### src/sv/tpmmd_pkg.sv
// ----------------------------------------------------------------------------
// tpmmd_pkg
// Shared types and constants for the three-phase min/max decimator.
// ----------------------------------------------------------------------------
package tpmmd_pkg;

  localparam int NPH       = 3;
  localparam int TW        = 32;
  localparam int VW        = 16;
  localparam int SW        = 32;
  localparam int TOTAL_W   = 16;
  localparam int POINTS_W  = 12;
  localparam int CFG_IDX_W = 2;
  localparam int CFG_DAT_W = 16;
  localparam int SCALE_W   = 17;
  localparam int NSCALE    = 45;

  localparam logic [CFG_IDX_W-1:0] REG_TOTAL  = 2'd0;
  localparam logic [CFG_IDX_W-1:0] REG_POINTS = 2'd1;

  typedef logic [VW-1:0] volt_t;
  typedef logic [SW-1:0] sum_t;

  typedef struct packed {
    logic [TW-1:0]      start_time;
    volt_t [NPH-1:0]    vmin;
    volt_t [NPH-1:0]    vmax;
    sum_t  [NPH-1:0]    vsum;
    logic [TOTAL_W-1:0] count;
    logic               last;
    volt_t              omax;
  } rec_t;

  typedef enum logic [1:0] {FE_RUN, FE_LOAD, FE_DIV} fe_state_t;
  typedef enum logic [1:0] {BE_IDLE, BE_DIV, BE_OUT} be_state_t;

  // round scale candidates d*10^k in ascending order
  localparam logic [SCALE_W-1:0] SCALE_TBL [NSCALE] = '{
    17'd1, 17'd2, 17'd3, 17'd4, 17'd5, 17'd6, 17'd7, 17'd8, 17'd9,
    17'd10, 17'd20, 17'd30, 17'd40, 17'd50, 17'd60, 17'd70, 17'd80, 17'd90,
    17'd100, 17'd200, 17'd300, 17'd400, 17'd500, 17'd600, 17'd700, 17'd800,
    17'd900,
    17'd1000, 17'd2000, 17'd3000, 17'd4000, 17'd5000, 17'd6000, 17'd7000,
    17'd8000, 17'd9000,
    17'd10000, 17'd20000, 17'd30000, 17'd40000, 17'd50000, 17'd60000,
    17'd70000, 17'd80000, 17'd90000
  };

  function automatic logic [SCALE_W-1:0] round_scale(input volt_t m);
    logic [SCALE_W-1:0] res;
    res = SCALE_TBL[NSCALE-1];
    for (int i = NSCALE - 1; i >= 0; i--) begin
      if (SCALE_TBL[i] >= {1'b0, m}) res = SCALE_TBL[i];
    end
    return res;
  endfunction

endpackage

### src/sv/tpmmd_fifo.sv
// ----------------------------------------------------------------------------
// tpmmd_fifo
// Two-entry queue of closed bucket records between front and back end.
// ----------------------------------------------------------------------------
module tpmmd_fifo (
  input  logic           clk,
  input  logic           rst_n,
  input  logic           push_valid,
  output logic           push_ready,
  input  tpmmd_pkg::rec_t push_data,
  output logic           pop_valid,
  input  logic           pop_ready,
  output tpmmd_pkg::rec_t pop_data
);

  tpmmd_pkg::rec_t mem_r [2];
  logic       wptr_r, wptr_nxt;
  logic       rptr_r, rptr_nxt;
  logic [1:0] cnt_r, cnt_nxt;
  logic       do_push, do_pop;

  assign push_ready = (cnt_r != 2'd2);
  assign pop_valid  = (cnt_r != 2'd0);
  assign pop_data   = mem_r[rptr_r];
  assign do_push    = push_valid && push_ready;
  assign do_pop     = pop_valid && pop_ready;

  always_comb begin
    wptr_nxt = do_push ? ~wptr_r : wptr_r;
    rptr_nxt = do_pop ? ~rptr_r : rptr_r;
    cnt_nxt  = cnt_r + {1'b0, do_push} - {1'b0, do_pop};
  end

  always_ff @(posedge clk) begin
    if (!rst_n) begin
      wptr_r <= 1'b0;
      rptr_r <= 1'b0;
      cnt_r  <= 2'd0;
    end else begin
      wptr_r <= wptr_nxt;
      rptr_r <= rptr_nxt;
      cnt_r  <= cnt_nxt;
    end
  end

  always_ff @(posedge clk) begin
    if (do_push) mem_r[wptr_r] <= push_data;
  end

endmodule

### src/sv/tpmmd_front.sv
// ----------------------------------------------------------------------------
// tpmmd_front
// Config registers, bucket boundary tracking and per-bucket accumulation.
// ----------------------------------------------------------------------------
module tpmmd_front (
  input  logic                                 clk,
  input  logic                                 rst_n,
  input  logic                                 cfg_we,
  input  logic [tpmmd_pkg::CFG_IDX_W-1:0]      cfg_index,
  input  logic [tpmmd_pkg::CFG_DAT_W-1:0]      cfg_wdata,
  input  logic                                 in_valid,
  output logic                                 in_ready,
  input  logic [tpmmd_pkg::TW-1:0]             in_sample_time,
  input  tpmmd_pkg::volt_t [tpmmd_pkg::NPH-1:0] in_volts,
  output logic                                 push_valid,
  input  logic                                 push_ready,
  output tpmmd_pkg::rec_t                      push_data
);

  localparam int TOW = tpmmd_pkg::TOTAL_W;
  localparam int PW  = tpmmd_pkg::POINTS_W;
  localparam int NPH = tpmmd_pkg::NPH;

  tpmmd_pkg::fe_state_t state_r, state_nxt;

  logic [TOW-1:0] total_r, total_nxt;
  logic [PW-1:0]  points_r, points_nxt;
  logic [TOW-1:0] quo_r, quo_nxt;
  logic [PW-1:0]  rmd_r, rmd_nxt;
  logic [TOW-1:0] dq_r, dq_nxt;
  logic [PW-1:0]  drem_r, drem_nxt;
  logic [3:0]     dcnt_r, dcnt_nxt;

  logic [TOW-1:0] idx_r, idx_nxt;
  logic [PW-1:0]  bidx_r, bidx_nxt;
  logic [TOW:0]   end_r, end_nxt;
  logic [PW-1:0]  brem_r, brem_nxt;
  logic [TOW-1:0] cnt_r, cnt_nxt;
  logic [tpmmd_pkg::TW-1:0] time_r, time_nxt;
  tpmmd_pkg::volt_t [NPH-1:0] min_r, min_nxt, max_r, max_nxt;
  tpmmd_pkg::sum_t  [NPH-1:0] sum_r, sum_nxt;
  tpmmd_pkg::volt_t omax_r, omax_nxt;

  logic [TOW-1:0] t_eff;
  logic [PW-1:0]  p_eff;
  logic           cfg_hit, acc, first, close, last;
  logic [PW:0]    rs;
  logic           ge;
  logic [PW:0]    bsum;
  logic           bcarry;

  assign cfg_hit = cfg_we && (cfg_index == tpmmd_pkg::REG_TOTAL ||
                              cfg_index == tpmmd_pkg::REG_POINTS);

  always_comb begin
    t_eff = (total_r == '0) ? TOW'(1) : total_r;
    p_eff = (points_r == '0) ? PW'(1) : points_r;
    if ({4'd0, p_eff} > t_eff) p_eff = t_eff[PW-1:0];
  end

  // next state
  always_comb begin
    state_nxt = state_r;
    case (state_r)
      tpmmd_pkg::FE_RUN:  state_nxt = tpmmd_pkg::FE_RUN;
      tpmmd_pkg::FE_LOAD: state_nxt = tpmmd_pkg::FE_DIV;
      tpmmd_pkg::FE_DIV:  if (dcnt_r == 4'd15) state_nxt = tpmmd_pkg::FE_RUN;
      default:            state_nxt = tpmmd_pkg::FE_RUN;
    endcase
    if (cfg_hit) state_nxt = tpmmd_pkg::FE_LOAD;
  end

  // outputs
  always_comb begin
    in_ready   = (state_r == tpmmd_pkg::FE_RUN) && push_ready;
    push_valid = 1'b0;
    if (state_r == tpmmd_pkg::FE_RUN) push_valid = in_valid && close;
  end

  assign acc   = in_valid && in_ready;
  assign first = (cnt_r == '0);
  assign close = ({1'b0, idx_r} + 17'd1) == end_r;
  assign last  = ({1'b0, bidx_r} + 13'd1) >= {1'b0, p_eff};

  // boundary divider step
  always_comb begin
    rs = {drem_r, dq_r[TOW-1]};
    ge = rs >= {1'b0, p_eff};
    bsum   = {1'b0, brem_r} + {1'b0, rmd_r};
    bcarry = bsum >= {1'b0, p_eff};
  end

  always_comb begin
    total_nxt  = total_r;
    points_nxt = points_r;
    quo_nxt    = quo_r;
    rmd_nxt    = rmd_r;
    dq_nxt     = dq_r;
    drem_nxt   = drem_r;
    dcnt_nxt   = dcnt_r;
    idx_nxt    = idx_r;
    bidx_nxt   = bidx_r;
    end_nxt    = end_r;
    brem_nxt   = brem_r;
    cnt_nxt    = cnt_r;
    time_nxt   = time_r;
    min_nxt    = min_r;
    max_nxt    = max_r;
    sum_nxt    = sum_r;
    omax_nxt   = omax_r;

    if (state_r == tpmmd_pkg::FE_LOAD) begin
      dq_nxt   = t_eff;
      drem_nxt = '0;
      dcnt_nxt = '0;
    end
    if (state_r == tpmmd_pkg::FE_DIV) begin
      dq_nxt   = {dq_r[TOW-2:0], ge};
      drem_nxt = ge ? PW'(rs - {1'b0, p_eff}) : rs[PW-1:0];
      dcnt_nxt = dcnt_r + 4'd1;
      if (dcnt_r == 4'd15) begin
        quo_nxt  = {dq_r[TOW-2:0], ge};
        rmd_nxt  = ge ? PW'(rs - {1'b0, p_eff}) : rs[PW-1:0];
        end_nxt  = {1'b0, dq_r[TOW-2:0], ge};
        brem_nxt = ge ? PW'(rs - {1'b0, p_eff}) : rs[PW-1:0];
      end
    end

    if (acc) begin
      cnt_nxt = cnt_r + TOW'(1);
      if (first) time_nxt = in_sample_time;
      for (int ph = 0; ph < NPH; ph++) begin
        if (first) begin
          min_nxt[ph] = in_volts[ph];
          max_nxt[ph] = in_volts[ph];
          sum_nxt[ph] = {16'd0, in_volts[ph]};
        end else begin
          if (in_volts[ph] < min_r[ph]) min_nxt[ph] = in_volts[ph];
          if (in_volts[ph] > max_r[ph]) max_nxt[ph] = in_volts[ph];
          sum_nxt[ph] = sum_r[ph] + {16'd0, in_volts[ph]};
        end
      end
      for (int ph = 0; ph < NPH; ph++) begin
        if (in_volts[ph] > omax_nxt) omax_nxt = in_volts[ph];
      end
      if (!close) begin
        idx_nxt = idx_r + TOW'(1);
      end else if (!last) begin
        idx_nxt  = idx_r + TOW'(1);
        bidx_nxt = bidx_r + PW'(1);
        cnt_nxt  = '0;
        end_nxt  = end_r + {1'b0, quo_r} + {16'd0, bcarry};
        brem_nxt = bcarry ? PW'(bsum - {1'b0, p_eff}) : bsum[PW-1:0];
      end else begin
        idx_nxt  = '0;
        bidx_nxt = '0;
        cnt_nxt  = '0;
        end_nxt  = {1'b0, quo_r};
        brem_nxt = rmd_r;
        omax_nxt = '0;
      end
    end

    if (cfg_hit) begin
      if (cfg_index == tpmmd_pkg::REG_TOTAL) total_nxt = cfg_wdata;
      else points_nxt = cfg_wdata[PW-1:0];
      idx_nxt  = '0;
      bidx_nxt = '0;
      cnt_nxt  = '0;
      omax_nxt = '0;
    end
  end

  always_comb begin
    push_data.start_time = first ? in_sample_time : time_r;
    push_data.vmin       = min_nxt;
    push_data.vmax       = max_nxt;
    push_data.vsum       = sum_nxt;
    push_data.count      = cnt_r + TOW'(1);
    push_data.last       = last;
    push_data.omax       = omax_r;
    for (int ph = 0; ph < NPH; ph++) begin
      if (in_volts[ph] > push_data.omax) push_data.omax = in_volts[ph];
    end
  end

  always_ff @(posedge clk) begin
    if (!rst_n) begin
      state_r  <= tpmmd_pkg::FE_RUN;
      total_r  <= TOW'(1);
      points_r <= PW'(1);
      quo_r    <= TOW'(1);
      rmd_r    <= '0;
      dcnt_r   <= '0;
      idx_r    <= '0;
      bidx_r   <= '0;
      end_r    <= 17'd1;
      brem_r   <= '0;
      cnt_r    <= '0;
      omax_r   <= '0;
    end else begin
      state_r  <= state_nxt;
      total_r  <= total_nxt;
      points_r <= points_nxt;
      quo_r    <= quo_nxt;
      rmd_r    <= rmd_nxt;
      dcnt_r   <= dcnt_nxt;
      idx_r    <= idx_nxt;
      bidx_r   <= bidx_nxt;
      end_r    <= end_nxt;
      brem_r   <= brem_nxt;
      cnt_r    <= cnt_nxt;
      omax_r   <= omax_nxt;
    end
  end

  always_ff @(posedge clk) begin
    dq_r   <= dq_nxt;
    drem_r <= drem_nxt;
    time_r <= time_nxt;
    min_r  <= min_nxt;
    max_r  <= max_nxt;
    sum_r  <= sum_nxt;
  end

endmodule

### src/sv/tpmmd_back.sv
// ----------------------------------------------------------------------------
// tpmmd_back
// Mean division per phase, plot scale and the result register.
// ----------------------------------------------------------------------------
module tpmmd_back (
  input  logic                                  clk,
  input  logic                                  rst_n,
  input  logic                                  pop_valid,
  output logic                                  pop_ready,
  input  tpmmd_pkg::rec_t                       pop_data,
  output logic                                  out_valid,
  input  logic                                  out_ready,
  output tpmmd_pkg::rec_t                       res_rec,
  output tpmmd_pkg::volt_t [tpmmd_pkg::NPH-1:0] res_mean,
  output logic [tpmmd_pkg::SCALE_W-1:0]         res_scale
);

  localparam int NPH = tpmmd_pkg::NPH;

  tpmmd_pkg::be_state_t state_r, state_nxt;
  tpmmd_pkg::rec_t rec_r, rec_nxt;
  tpmmd_pkg::volt_t [NPH-1:0] rem_r, rem_nxt, quo_r, quo_nxt;
  logic [tpmmd_pkg::SCALE_W-1:0] scale_r, scale_nxt;
  logic [3:0] cnt_r, cnt_nxt;
  logic [16:0] rs [NPH];
  logic        ge [NPH];

  // next state
  always_comb begin
    state_nxt = state_r;
    case (state_r)
      tpmmd_pkg::BE_IDLE: if (pop_valid) state_nxt = tpmmd_pkg::BE_DIV;
      tpmmd_pkg::BE_DIV:  if (cnt_r == 4'd15) state_nxt = tpmmd_pkg::BE_OUT;
      tpmmd_pkg::BE_OUT:  if (out_ready) state_nxt = tpmmd_pkg::BE_IDLE;
      default:            state_nxt = tpmmd_pkg::BE_IDLE;
    endcase
  end

  // outputs
  always_comb begin
    pop_ready = (state_r == tpmmd_pkg::BE_IDLE);
    out_valid = (state_r == tpmmd_pkg::BE_OUT);
  end

  always_comb begin
    rec_nxt   = rec_r;
    rem_nxt   = rem_r;
    quo_nxt   = quo_r;
    scale_nxt = scale_r;
    cnt_nxt   = cnt_r;
    for (int ph = 0; ph < NPH; ph++) begin
      rs[ph] = {rem_r[ph], quo_r[ph][15]};
      ge[ph] = rs[ph] >= {1'b0, rec_r.count};
    end
    if (state_r == tpmmd_pkg::BE_IDLE && pop_valid) begin
      rec_nxt   = pop_data;
      cnt_nxt   = '0;
      scale_nxt = pop_data.last ? tpmmd_pkg::round_scale(pop_data.omax) : '0;
      for (int ph = 0; ph < NPH; ph++) begin
        rem_nxt[ph] = pop_data.vsum[ph][31:16];
        quo_nxt[ph] = pop_data.vsum[ph][15:0];
      end
    end
    if (state_r == tpmmd_pkg::BE_DIV) begin
      cnt_nxt = cnt_r + 4'd1;
      for (int ph = 0; ph < NPH; ph++) begin
        rem_nxt[ph] = ge[ph] ? 16'(rs[ph] - {1'b0, rec_r.count}) : rs[ph][15:0];
        quo_nxt[ph] = {quo_r[ph][14:0], ge[ph]};
      end
    end
  end

  assign res_rec   = rec_r;
  assign res_mean  = quo_r;
  assign res_scale = scale_r;

  always_ff @(posedge clk) begin
    if (!rst_n) begin
      state_r <= tpmmd_pkg::BE_IDLE;
      cnt_r   <= '0;
    end else begin
      state_r <= state_nxt;
      cnt_r   <= cnt_nxt;
    end
  end

  always_ff @(posedge clk) begin
    rec_r   <= rec_nxt;
    rem_r   <= rem_nxt;
    quo_r   <= quo_nxt;
    scale_r <= scale_nxt;
  end

endmodule

### src/sv/three_phase_minmax_decimator_unit.sv
// ----------------------------------------------------------------------------
// three_phase_minmax_decimator_unit
// Folds a run of three-phase samples into plot buckets of min, max and mean.
// ----------------------------------------------------------------------------
// Usage:
//   in_* carries one timestamped sample per item (valid/ready). out_* gives
//   one item per closed bucket with min, max and truncated mean per phase;
//   the final bucket of a run has out_last_point set and the round scale.
//   cfg_we/cfg_index/cfg_wdata write total_samples (0) or output_points (1);
//   each write restarts the run and recomputes the bucket step, holding
//   in_ready low until the bucket step is ready.
// Timing:
//   the front end takes one sample per cycle unless the queue is full or a
//   config write is in progress. A closing bucket goes through a two-entry
//   queue to the back end, whose shared-step mean divider raises out_valid
//   when done; no new bucket is taken until out_ready accepts the result.
// Reset:
//   total_samples and output_points are 1, every sample is one bucket.
// Stalls:
//   a stalled out_ready holds the result; the queue fills and then in_ready
//   drops until the back end drains.
// ----------------------------------------------------------------------------
module three_phase_minmax_decimator_unit (
  input  logic                                clk,
  input  logic                                rst_n,
  input  logic                                cfg_we,
  input  logic [tpmmd_pkg::CFG_IDX_W-1:0]     cfg_index,
  input  logic [tpmmd_pkg::CFG_DAT_W-1:0]     cfg_wdata,
  input  logic                                in_valid,
  output logic                                in_ready,
  input  logic [31:0]                         in_sample_time,
  input  logic [15:0]                         in_phase1_volts,
  input  logic [15:0]                         in_phase2_volts,
  input  logic [15:0]                         in_phase3_volts,
  output logic                                out_valid,
  input  logic                                out_ready,
  output logic [31:0]                         out_bucket_time,
  output logic [15:0]                         out_min_phase1,
  output logic [15:0]                         out_max_phase1,
  output logic [15:0]                         out_mean_phase1,
  output logic [15:0]                         out_min_phase2,
  output logic [15:0]                         out_max_phase2,
  output logic [15:0]                         out_mean_phase2,
  output logic [15:0]                         out_min_phase3,
  output logic [15:0]                         out_max_phase3,
  output logic [15:0]                         out_mean_phase3,
  output logic                                out_last_point,
  output logic [16:0]                         out_scale_max
);

  tpmmd_pkg::volt_t [tpmmd_pkg::NPH-1:0] volts;
  tpmmd_pkg::volt_t [tpmmd_pkg::NPH-1:0] mean;
  tpmmd_pkg::rec_t push_data, pop_data, res_rec;
  logic push_valid, push_ready, pop_valid, pop_ready;

  assign volts[0] = in_phase1_volts;
  assign volts[1] = in_phase2_volts;
  assign volts[2] = in_phase3_volts;

  tpmmd_front u_front (
    .clk            (clk),
    .rst_n          (rst_n),
    .cfg_we         (cfg_we),
    .cfg_index      (cfg_index),
    .cfg_wdata      (cfg_wdata),
    .in_valid       (in_valid),
    .in_ready       (in_ready),
    .in_sample_time (in_sample_time),
    .in_volts       (volts),
    .push_valid     (push_valid),
    .push_ready     (push_ready),
    .push_data      (push_data)
  );

  tpmmd_fifo u_fifo (
    .clk        (clk),
    .rst_n      (rst_n),
    .push_valid (push_valid),
    .push_ready (push_ready),
    .push_data  (push_data),
    .pop_valid  (pop_valid),
    .pop_ready  (pop_ready),
    .pop_data   (pop_data)
  );

  tpmmd_back u_back (
    .clk       (clk),
    .rst_n     (rst_n),
    .pop_valid (pop_valid),
    .pop_ready (pop_ready),
    .pop_data  (pop_data),
    .out_valid (out_valid),
    .out_ready (out_ready),
    .res_rec   (res_rec),
    .res_mean  (mean),
    .res_scale (out_scale_max)
  );

  assign out_bucket_time = res_rec.start_time;
  assign out_min_phase1  = res_rec.vmin[0];
  assign out_max_phase1  = res_rec.vmax[0];
  assign out_mean_phase1 = mean[0];
  assign out_min_phase2  = res_rec.vmin[1];
  assign out_max_phase2  = res_rec.vmax[1];
  assign out_mean_phase2 = mean[1];
  assign out_min_phase3  = res_rec.vmin[2];
  assign out_max_phase3  = res_rec.vmax[2];
  assign out_mean_phase3 = mean[2];
  assign out_last_point  = res_rec.last;

endmodule
### config.mk
export PLATFORM = sky130hd
export DESIGN_NAME = three_phase_minmax_decimator_unit
export DESIGN_NICKNAME = d
export VERILOG_FILES = /design/src/sv/tpmmd_pkg.sv /design/src/sv/tpmmd_fifo.sv /design/src/sv/tpmmd_front.sv /design/src/sv/tpmmd_back.sv /design/src/sv/three_phase_minmax_decimator_unit.sv
export SDC_FILE = /design/constraint.sdc
export NUM_CORES = 2
export LEC_CHECK = 0
export BUFFER_PORTS_ARGS = -buffer_cell sky130_fd_sc_hd__buf_2
export CAP_MARGIN = 15
export CORE_UTILIZATION = 50
export CTS_BUF_LIST = sky130_fd_sc_hd__clkbuf_4 sky130_fd_sc_hd__clkbuf_8 sky130_fd_sc_hd__clkbuf_16
export CTS_CLUSTER_SIZE = 8
export DETAILED_ROUTE_END_ITERATION = 8
export PLACE_DENSITY_LB_ADDON = 0.3
export SETUP_SLACK_MARGIN = 0.5
export SLEW_MARGIN = 20
export SYNTH_ARGS = -nofsm -noshare
export SYNTH_HDL_FRONTEND = slang
export SYNTH_HIERARCHICAL = 1
export SYNTH_SLANG_ARGS = --single-unit
### constraint.sdc
create_clock -name clk -period 31 [get_ports clk]
set_input_delay 1.55 -clock clk [delete_from_list [all_inputs] [get_ports clk]]
set_output_delay 1.55 -clock clk [all_outputs]
set_load 0.01 [all_outputs]
Word level (Yosys, flattened, before mapping)
Memory sizes are Yosys's and may differ from the RTL's. A register that Yosys moved wholly into a read port is not among the register bits.
Cells that the tools add are included.
{ "word_totals": {"register_bits": 671, "ramBits": 514, "in_bits": 103, "out_inout_bits": 196, "word_cells": 320, "n_memories": 1} }
{ "op_classes": {"add_sub_neg": 20, "n_lt_le_gt_ge": 62, "eq_ne": 14, "n_mux": 118, "bitwise_logic": 5, "reduce_logical": 38} }
{ "mem_list": {"columns": ["memory", "words", "word_bits", "read_ports", "rd_ports_with_merged_regs", "write_ports", "line", "text"], "rows": [
  ["u_fifo.mem_r", 2, 257, 1, 1, 1, "tpmmd_fifo.sv:16", "tpmmd_pkg::rec_t mem_r [2];"]
]} }
{ "op_table": {"columns": ["operator", "count"], "rows": [
  ["2-to-1 mux 16 bit", 33],
  ["2-to-1 mux 48 bit", 6],
  ["2-to-1 mux 12 bit", 14],
  ["greater-than comparator 16 bit", 8],
  ["2-to-1 mux 32 bit", 4],
  ["adder 32 x 16 -> 32 bit", 3],
  ["2-to-1 mux 96 bit", 1],
  ["2-to-1 mux 17 bit", 5],
  ["greater-or-equal comparator 10 x 16 -> 1 bit, first input constant", 5],
  ["greater-or-equal comparator 13 x 16 -> 1 bit, first input constant", 4],
  ["greater-or-equal comparator 3 x 16 -> 1 bit, first input constant", 4],
  ["greater-or-equal comparator 7 x 16 -> 1 bit, first input constant", 4],
  ["2-to-1 mux 15 bit", 4],
  ["2-to-1 mux 13 bit", 4],
  ["greater-or-equal comparator 17 x 16 -> 1 bit", 3],
  ["2-to-1 mux 10 bit", 5],
  ["greater-or-equal comparator 16 bit, first input constant", 3],
  ["greater-or-equal comparator 4 x 16 -> 1 bit, first input constant", 3],
  ["greater-or-equal comparator 6 x 16 -> 1 bit, first input constant", 3],
  ["greater-or-equal comparator 9 x 16 -> 1 bit, first input constant", 3],
  ["less-than comparator 16 bit", 3],
  ["subtractor 16 bit", 3],
  ["OR reduction 43 bit", 1],
  ["OR reduction 40 bit", 1],
  ["other kinds (65)", 130]
]} }

Longest topological paths before layout
{ "depth": {"word_depth": 45, "depth_mapped": 32, "ltp_nobuf": 28} }

Modules after synthesis
The synthesis kept the hierarchy.
{ "by_module_without_submodules": {"columns": ["mod", "instances", "cells_each", "area_per_inst_um2"], "rows": [
  ["tpmmd_front", 1, 3228, 26835.7],
  ["tpmmd_fifo", 1, 824, 19790.2],
  ["tpmmd_back", 1, 1316, 16787.4]
]} }

Worst setup path after synthesis
OpenSTA, ideal clock, no wires.
{ "synth_path": {"path_kind": "register to register", "start": "register u_front.idx_r[0]", "end": "memory u_fifo/mem_r[0][0] (netlist bit), enable pin", "setup_ns": 0.881, "t_arrival_ns": 13.111, "setup_slack_ns": 17.009, "path_stages_with_launch": 11, "path_buffers": 1, "period_less_slack_ns": 13.991, "path_cell_list": "dfxtp_1 -> ha_1 -> buf_2 -> nand4_1 -> or3_1 -> o21ai_0 -> nand4_1 -> o21bai_1 -> nor4bb_1 -> nand2_1 -> nor2_1"} }
{ "synth_via": {"elab_chain_cells": 7} }
{ "synth_lines": {"columns": ["item", "line", "text"], "rows": [
  ["start: declaration", "tpmmd_front.sv:34", "logic [TOW-1:0] idx_r, idx_nxt;"],
  ["start signal: assignment", "tpmmd_front.sv:208", "idx_r <= idx_nxt;"],
  ["adder 16 x 1 -> 17 bit", "tpmmd_front.sv:82", "assign close = ({1'b0, idx_r} + 17'd1) == end_r;"],
  ["equality test 17 bit", "tpmmd_front.sv:82", null],
  ["logical AND 1 bit", "tpmmd_front.sv:77", "if (state_r == tpmmd_pkg::FE_RUN) push_valid = in_valid && close;"],
  ["2-to-1 mux 1 bit", "tpmmd_front.sv:77", null],
  ["via push_valid", "three_phase_minmax_decimator_unit.sv:54", "logic push_valid, push_ready, pop_valid, pop_ready;"],
  ["logical AND 1 bit", "tpmmd_fifo.sv:25", "assign do_push = push_valid && push_ready;"],
  ["2-to-1 mux 1 bit", "tpmmd_fifo.sv:47", "if (do_push) mem_r[wptr_r] <= push_data;"],
  ["2-to-1 mux 1 bit (implied by the code)", "tpmmd_fifo.sv:47", null],
  ["end: declaration", "tpmmd_fifo.sv:16", null]
]} }
The timed path passes the listed nets, and every way through them passes these cells.

Final worst setup path
{ "layout_path": {"start": "input port in_phase1_volts[9]", "end": "register u_front.omax_r[2]"} }
{ "layout_via": {"elab_chain_cells": 10} }
{ "layout_lines": {"columns": ["item", "line", "text"], "rows": [
  ["start: declaration", "three_phase_minmax_decimator_unit.sv:32", "input logic [15:0] in_phase1_volts,"],
  ["greater-than comparator 16 bit", "tpmmd_front.sv:144", "if (in_volts[ph] > omax_nxt) omax_nxt = in_volts[ph];"],
  ["2-to-1 mux 16 bit (*)", "tpmmd_front.sv:144", null],
  ["2-to-1 mux 16 bit (*)", "tpmmd_front.sv:129", "if (acc) begin"],
  ["greater-than comparator 16 bit", "tpmmd_front.sv:144", null],
  ["2-to-1 mux 16 bit (*)", "tpmmd_front.sv:144", null],
  ["2-to-1 mux 16 bit (*)", "tpmmd_front.sv:129", null],
  ["greater-than comparator 16 bit", "tpmmd_front.sv:144", null],
  ["2-to-1 mux 16 bit (*)", "tpmmd_front.sv:144", null],
  ["2-to-1 mux 16 bit", "tpmmd_front.sv:148", "end else if (!last) begin"],
  ["2-to-1 mux 16 bit (*)", "tpmmd_front.sv:146", "if (!close) begin"],
  ["end signal: assignment", "tpmmd_front.sv:213", "omax_r <= omax_nxt;"],
  ["end: declaration", "tpmmd_front.sv:42", "tpmmd_pkg::volt_t omax_r, omax_nxt;"]
]} }
Mark *: on every way between the ends. The rest lies on a longest branch, timed or not. The select of a mux whose other input is x is not followed.
A chain may end at the register's enable or synchronous reset.

==> results.sh <==
export IMPL_p_sw_frac=0.361
export IMPL_max_vdd_ir_drop_v=0.0000748
export IMPL_wl_per_cell_um=21.5
export IMPL_cap_violations=0
export IMPL_outcome="completed"
export IMPL_required_ns=31.67
export IMPL_crit_type="primary input to flop"
export IMPL_rows=126
export IMPL_setup_viol=0
export IMPL_timing_rr_end="u_front/omax_r[2]"
export IMPL_relSlewSlack=0.0747
export IMPL_drc=0
export IMPL_crit_start="in_phase1_volts[9]"
export IMPL_num_io_pins=299
export IMPL_core_area_um2=119000
export IMPL_fin_crit_ns=9.24
export IMPL_grt_max_degree=138
export IMPL_numPortBuffers=298
export IMPL_vias=42560
export IMPL_dr_pass1_iters=8
export IMPL_cts_setup_buffers=0
export IMPL_timing_hold_ws_ns=0.473
export IMPL_area_growth_pct=13.9
export IMPL_antenna_found_initial=10
export IMPL_finalNetCount=5975
export IMPL_grt_pass1_wl_um=237000
export IMPL_setup_tns_ns=0
export IMPL_clkPwrFrac=0.252
export IMPL_syn_area_um2=60100
export IMPL_placed_area_um2=62900
export IMPL_clock_latency_ns=0.79
export IMPL_worst_pin_slew_ns=1.37
export IMPL_r2r_setup_slack_ns=22.22
export IMPL_cts_sinks=1186
export IMPL_ctsHoldBuffers=0
export IMPL_numCtsBuffers=168
export IMPL_initial_utilization=0.507
export IMPL_crit_end="u_front/omax_r[2]"
export IMPL_cts_tree="done"
export IMPL_die_y_um=349
export IMPL_grt_pass1_vias=40775
export IMPL_vias_per_cell=5.84
export IMPL_clock_skew_ns=0.0490
export IMPL_final_area_um2=68400
export IMPL_hold_viol_final=0
export IMPL_p_per_area_nw_per_um2=107
export IMPL_max_freq_mhz=108
export IMPL_htree_levels=4
export IMPL_hold_class="flop to flop"
export IMPL_grt_ovfl_total=0
export IMPL_synth_cells=5256
export IMPL_cts_path_max_buffers=3
export IMPL_reg2regPathDepth=25
export IMPL_p_leak_nw=27.3
export IMPL_grt_setup_unrepaired="no"
export IMPL_die_area_um2=121000
export IMPL_finalMaxSlewViolations=0
export IMPL_drive_gt1_frac=0.186
export IMPL_drt_iter0_drc=3692
export IMPL_endpoint_kind="flop"
export IMPL_start_kind="primary input"
export IMPL_worstHoldPathCells=2
export IMPL_switching_power_w=0.00263
export IMPL_place_congestion=0.897
export IMPL_pwr_share_seq=0.356
export IMPL_dieWidth_um=349
export IMPL_p_int_w=0.00466
export IMPL_crit_arrival_ns=9.91
export IMPL_grtUsageTotal=0.253
export IMPL_cts_root_buf="clkbuf_16"
export IMPL_rr_startpoint="u_front/omax_r[9]"
export IMPL_cts_resized=0
export IMPL_power_frac_comb=0.392
export IMPL_drt_total_wl_um=156000
export IMPL_dp_hpwl_um=108000
export IMPL_finalCritPeriodShare=0.298
export IMPL_syn_area_per_cell_um2=11.4
export IMPL_synth_fp_nets=5693
export IMPL_crit_path_max_fanout=48
export IMPL_yosys_warnings=6
export IMPL_fill_cells=9863
export IMPL_detail_route_antenna_nets=0
export IMPL_path_clk_slew_ns=0.05
cell type report:
type	instances	area [µm²]	area share
clock buffer	296	5180	0.0758
tap	1600	2000	0.0293
multi-input combinational	3571	25900	0.379
clock inverter	16	319	0.00467
inverter	258	978	0.0143
antenna	6	15.0	0.000220
timing repair buffer	353	1930	0.0282
sequential	1186	32100	0.469
per-stage QoR:
stage           util  total power (W)  setup WS [ns]  std cells
3_3_place_gp   0.530          0.00536          20.98       6967
2_1_floorplan      -          0.00466          17.01       5256
3_5_place_dp   0.530          0.00543          21.00       6968
5_1_grt        0.577          0.00768          21.36       7284
4_1_cts        0.577          0.00730          21.83       7280
6_report       0.577          0.00729          21.76       7286
power by group through the flow:
| stage | sequential, W | clock (W) | combinational (W) |
|---|---|---|---|
| finish | 0.00260 | 0.00184 | 0.00286 |
| global route | 0.00264 | 0.00194 | 0.00311 |
| detailed placement | 0.00262 | 0 | 0.00281 |
| global placement | 0.00260 | 0 | 0.00276 |
| CTS | 0.00260 | 0.00187 | 0.00283 |
| floorplan | 0.00266 | 0 | 0.00201 |
cells in the final DEF, fill, tap and decap left out, types with 23 or more instances in the layout:
master	instances
dfxtp_1	353
inv_1	253
nand3_1	119
or3_1	32
xnor2_1	91
a211o_1	25
a21o_1	71
o31ai_1	36
a22o_1	33
nor4_1	31
a31oi_1	69
mux2_2	74
a21oi_1	296
buf_4	53
o21ai_0	240
and2_1	32
nor2_1	276
nand4_1	68
clkbuf_16	169
edfxtp_1	832
o21a_1	69
nand2_1	626
nor3_1	79
mux2i_1	136
buf_2	298
or2_2	24
mux2_4	230
a211oi_1	32
o41ai_1	23
nand2b_1	36
nor2b_1	47
ha_1	323
xor2_1	56
o211ai_1	48
and3_1	57
clkbuf_4	127
flip-flops by register name, indices dropped and copies added (netlist names), 17 cells and up, named ones only:
register / count
u_back/rem_r: 48
u_back/res_mean: 48
u_back/res_rec: 145
u_back/res_scale: 17
u_fifo/mem_r: 514
u_front/end_r: 17
u_front/max_r: 48
u_front/min_r: 48
u_front/sum_r: 96
u_front/time_r: 32
per-layer routing:
metal / GRT usage / vias to the layer above / part of all wire
met5: 0 / - / 0.00015
met4: 0.0810 / 4 / 0.024
met3: 0.0442 / 231 / 0.071
met2: 0.399 / 1536 / 0.46
met1: 0.352 / 20725 / 0.45
li1: - / 20064 / -
how the worst min path moves through the flow:
stage	from	end
6_report	u_front/total_r[15]	u_front/total_r[15]
3_5_place_dp	u_back/cnt_r[3]	u_back/cnt_r[3]
2_1_floorplan	u_back/cnt_r[3]	u_back/cnt_r[3]
3_3_place_gp	u_back/cnt_r[3]	u_back/cnt_r[3]
4_1_cts	u_back/cnt_r[3]	u_back/cnt_r[3]
5_1_grt	u_back/cnt_r[3]	u_back/cnt_r[3]
worst max-delay path: stages:
cell and delay [ns]:
buf_2 0.16, ha_1 0.33, a21o_1 0.17, a21o_1 0.17, a221o_1 0.30, a2111oi_1 0.54
or2_2 0.52, mux2i_1 0.67, ha_1 0.37, o21ai_0 0.09, a21oi_1 0.06, o41ai_1 0.23
o21ai_0 0.17, a2111oi_2 0.41, buf_4 0.29, or2_2 0.66, o21ai_0 0.19, ha_1 0.33
a21oi_1 0.16, nor2_1 0.05, a2111oi_0 0.53, o21ai_2 0.35, o21ai_1 0.93, a31oi_1 0.35
a22o_1 0.28
(Power assumes the default switching activity.)
